==> config.mk <==
export PLATFORM = sky130hd
export DESIGN_NAME = bms_ctrl
export DESIGN_NICKNAME = d
export VERILOG_FILES = /design/src/rtl/bms_pkg.sv /design/src/rtl/bms_ctrl.sv
export SDC_FILE = /design/constraint.sdc
export NUM_CORES = 1
export LEC_CHECK = 0
export BUFFER_PORTS_ARGS = -buffer_cell sky130_fd_sc_hd__buf_2
export CORE_AREA = 2 2 39 41
export CTS_BUF_LIST = sky130_fd_sc_hd__clkbuf_16
export CTS_CLUSTER_DIAMETER = 40
export DETAILED_ROUTE_END_ITERATION = 10
export DIE_AREA = 0 0 41 43
export GPL_ROUTABILITY_DRIVEN = 0
export HOLD_SLACK_MARGIN = 0.15
export SETUP_SLACK_MARGIN = 0.4
export SYNTH_ARGS = -nofsm -noshare
export SYNTH_HDL_FRONTEND = slang
export SYNTH_SLANG_ARGS = --single-unit
==> constraint.sdc <==
create_clock -name clk -period 2.65 [get_ports clk]
set_clock_uncertainty 0.15 [all_clocks]
set_input_delay 0.265 -clock clk [delete_from_list [all_inputs] [get_ports clk]]
set_output_delay 0.265 -clock clk [all_outputs]
set_load 0.05 [all_outputs]
==> src/rtl/bms_pkg.sv <==
`default_nettype none
package bms_pkg;

	localparam int MAX_ITEMS_DEF = 64;

	typedef enum logic [1:0] {
		ST_LOAD,
		ST_CHECK,
		ST_MERGE,
		ST_EMIT
	} bms_state_t;

	typedef struct packed {
		logic load;
		logic setup;
		logic merge;
		logic emit;
	} bms_cmd_t;

	typedef struct packed {
		logic pass_done;
		logic sort_done;
		logic emit_done;
	} bms_sts_t;

endpackage
`default_nettype wire

==> src/rtl/bms_ctrl.sv <==
`default_nettype none
module bms_ctrl import bms_pkg::*; (
	input  wire logic       clk,
	input  wire logic       arst_n,
	input  wire logic       in_valid,
	input  wire logic       in_last,
	input  wire bms_sts_t   sts,
	output bms_cmd_t        cmd,
	output logic            in_stall,
	output bms_state_t      state
);

	bms_state_t st_q, st_d;

	always_ff @(posedge clk or negedge arst_n) begin
		if (!arst_n) begin
			st_q <= ST_LOAD;
		end else begin
			st_q <= st_d;
		end
	end

	always_comb begin
		st_d = st_q;
		case (st_q)
			ST_LOAD: begin
				if (in_valid && in_last) st_d = ST_CHECK;
			end
			ST_CHECK: begin
				st_d = sts.sort_done ? ST_EMIT : ST_MERGE;
			end
			ST_MERGE: begin
				if (sts.pass_done) st_d = ST_CHECK;
			end
			ST_EMIT: begin
				if (sts.emit_done) st_d = ST_LOAD;
			end
			default: begin
				st_d = ST_LOAD;
			end
		endcase
	end

	always_comb begin
		cmd      = '0;
		in_stall = 1'b1;
		case (st_q)
			ST_LOAD: begin
				in_stall = 1'b0;
				cmd.load = in_valid;
			end
			ST_CHECK: begin
				cmd.setup = 1'b1;
			end
			ST_MERGE: begin
				cmd.merge = 1'b1;
			end
			ST_EMIT: begin
				cmd.emit = 1'b1;
			end
			default: begin
				cmd = '0;
			end
		endcase
	end

	assign state = st_q;

endmodule
`default_nettype wire

==> key figures <==
Floorplanning
  – Die width: 41 um
  – Site Rows: 14
  – DIE AREA: 1760 um2
  – Initial Util: 0.102
  – IO Pins: 14
  – Core area: 1380 um2
  – Die Ht: 43 um

Final layout
  – Antenna diode count: 0
  – Area Overhead vs Synth: 115%
  – Final #Nets: 40
  – Final Non-Filler Cells: 47
  – Largest register FFs: 2
  – Layout cell share with drive strength beyond 1: 0.581
  – Design area: 304 um2
  – Fill cells: 160

Yosys
  – Mapped Cells: 15
  – Yosys Warn Count: 0
  – Post-synthesis mux area share: 0.159
  – Mapped Nets: 22
  – FF+latch count, synth: 2
  – Register area share after synthesis: 0.354
  – Synth Area in Simple Gates: 0.327
  – Synth Area in XOR/XNOR: 0
  – Synth cell types: 12
  – Mapped Avg Cell Area: 9.43 um2
  – Synth Area in Compound Gates: 0.0531
  – Synth Area in Adders: 0
  – Synthesized cell area: 141 um2
  – Main combinational cell family by area after synthesis: simple AND/OR/NAND/NOR gates

Global routing
  – Largest net degree at the start of global routing: 9
  – Total grt overflow: 0
  – Initial antenna violation count: 0
  – Total GRT Usage: 0.0552
  – Vias in the first global route: 146
  – First-pass GRT wire length: 524 um

Placement
  – Post-DP Area: 219 um2
  – Cells after DPL: 43
  – DP HPWL: 265 um
  – I/O Buffers: 13

Hold path
  – Worst Hold Class: primary input to flip-flop
  – Hold_sp: sts[0]
  – Min-Delay Path Depth: 3
  – WHS Endpoint: state[1]

Routing
  – Via density per instance: 3.34
  – ANT nets after route: 0
  – Routed vias: 157
  – Mean routed wirelength per cell: 7.21 um
  – Drt pass-1 iters: 2
  – DRT Wirelength: 339 um
  – Iteration-0 DRC Markers: 1
  – Number of remaining DRC errors: 0

Setup path
  – Critical path startpoint: state[0]
  – R2R depth: 1
  – Reg2reg start: state[1]
  – CP startpoint kind: flip-flop
  – RR Endpoint: state[0]
  – Worst path required time: 2.24 ns
  – Crit path max fanout: 8
  – Worst Setup End Kind: primary output
  – Flop-to-flop setup slack: 1.41 ns
  – Critical path class: flip-flop to primary output
  – Crit path DAT: 1.31 ns

Timing
  – Unrepaired setup endpoints after global routing: no
  – Period Utilization, post-route: 0.652
  – Minimum clock period: 1.73 ns
  – Setup_tns: 0 ns
  – Max Fclk: 579 MHz
  – Final setup violation count: 0
  – Final Max Slew Viols: 0
  – Hold_ws: 0.192 ns
  – Worst-Margin Slew: 0.251 ns
  – Slew headroom: 0.834
  – Final hold violation count: 0

Job
  – Total of max-cap violations: 0

Clocking
  – H-tree levels: 1
  – Skew-Pair Late Insertion Delay: 0.22 ns
  – Clk slew on worst S/H paths: 0.03 ns
  – Post CTS Setup Buffer Count: 0
  – Clock sinks: 2
  – TritonCTS buffer count: 3
  – TritonCTS clock tree: done
  – Clock root buffer: clkbuf_16
  – Maximum buffer depth of the clock tree: 2
  – Post-CTS sizing: 0

Run status
  – Status: complete, no violations
[critical path, stage by stage, from the launching register on]
cell and delay, ns:
dfrtp_1 0.43, or2_2 0.32, nor2_1 0.08, buf_2 0.26
[layout by cell type, fill, tap and decap left out, drive strengths merged]
master,synthesis,final
nor2,1,1
dfrtp,2,2
dlygate4sd3,0,1
buf,1,13
nor3b,1,1
mux4,1,1
a21o,1,1
nor2b,2,2
and2,2,2
inv,2,2
or2,1,1
nand2,1,1
clkbuf,0,3
[metrics by stage]
step                      utilization  setup slack, ns
final                           0.220            0.921
after CTS                       0.220            0.900
after global placement          0.158             1.16
after detailed placement        0.158             1.14
after global routing            0.220            0.843
after floorplan                     -            0.429
[cells in the mapped netlist]
| cell | n | area [um2] |
|---|---|---|
| inv_1 | 2 | 7.51 |
| nand2_1 | 1 | 3.75 |
| a21o_1 | 1 | 7.51 |
| or2_2 | 1 | 6.26 |
| nor2b_1 | 2 | 12.5 |
| nor2_1 | 1 | 3.75 |
| mux4_2 | 1 | 22.5 |
| nor3b_1 | 1 | 7.51 |
| and2_0 | 1 | 6.26 |
| and2_1 | 1 | 6.26 |
| buf_4 | 1 | 7.51 |
| dfrtp_1 | 2 | 50.1 |
[area by class of cell]
cell class / instances / area (um2) / area share
repair buffers: 14 / 75.1 / 0.247
multi-input cells: 10 / 76.3 / 0.251
well taps: 16 / 20.0 / 0.0658
inverters: 2 / 7.51 / 0.0247
flip-flops and latches: 2 / 50.0 / 0.165
clock buffers: 3 / 75.1 / 0.247
[cells by family after synthesis]
| logic type | Yosys count |
|---|---|
| AO/OA/AOI/OAI | 1 |
| multiplexers | 1 |
| buffers and inverters | 3 |
| flip-flops | 2 |
| AND/OR/NAND/NOR | 8 |
[routing by layer]
layer / GRT usage / part of all wire / up-vias
met5: 0 / 0 / -
met4: 0.120 / 0 / 0
met3: 0.0262 / 0.13 / 0
met2: 0.0656 / 0.51 / 8
met1: 0.0354 / 0.36 / 69
li1: - / - / 80
[repair_timing]
| item | CTS | global route |
|---|---|---|
| hold buffers | 1 | 0 |
| setup endpoints to repair | 0 | 0 |
| hold endpoints to repair | 2 | 0 |
[how the worst max path moves through the flow]
stage | endpoint | slack (ns) | depth (start not counted)
after floorplan | cmd[3] | 0.43 | 2
after global placement | cmd[3] | 1.16 | 3
after detailed placement | cmd[3] | 1.14 | 3
after CTS | cmd[3] | 0.90 | 3
after global routing | cmd[3] | 0.84 | 3
final | cmd[3] | 0.92 | 3
Power is not shown: default switching activity piles up to over one toggle a cycle in this logic, so the estimate is an artifact.
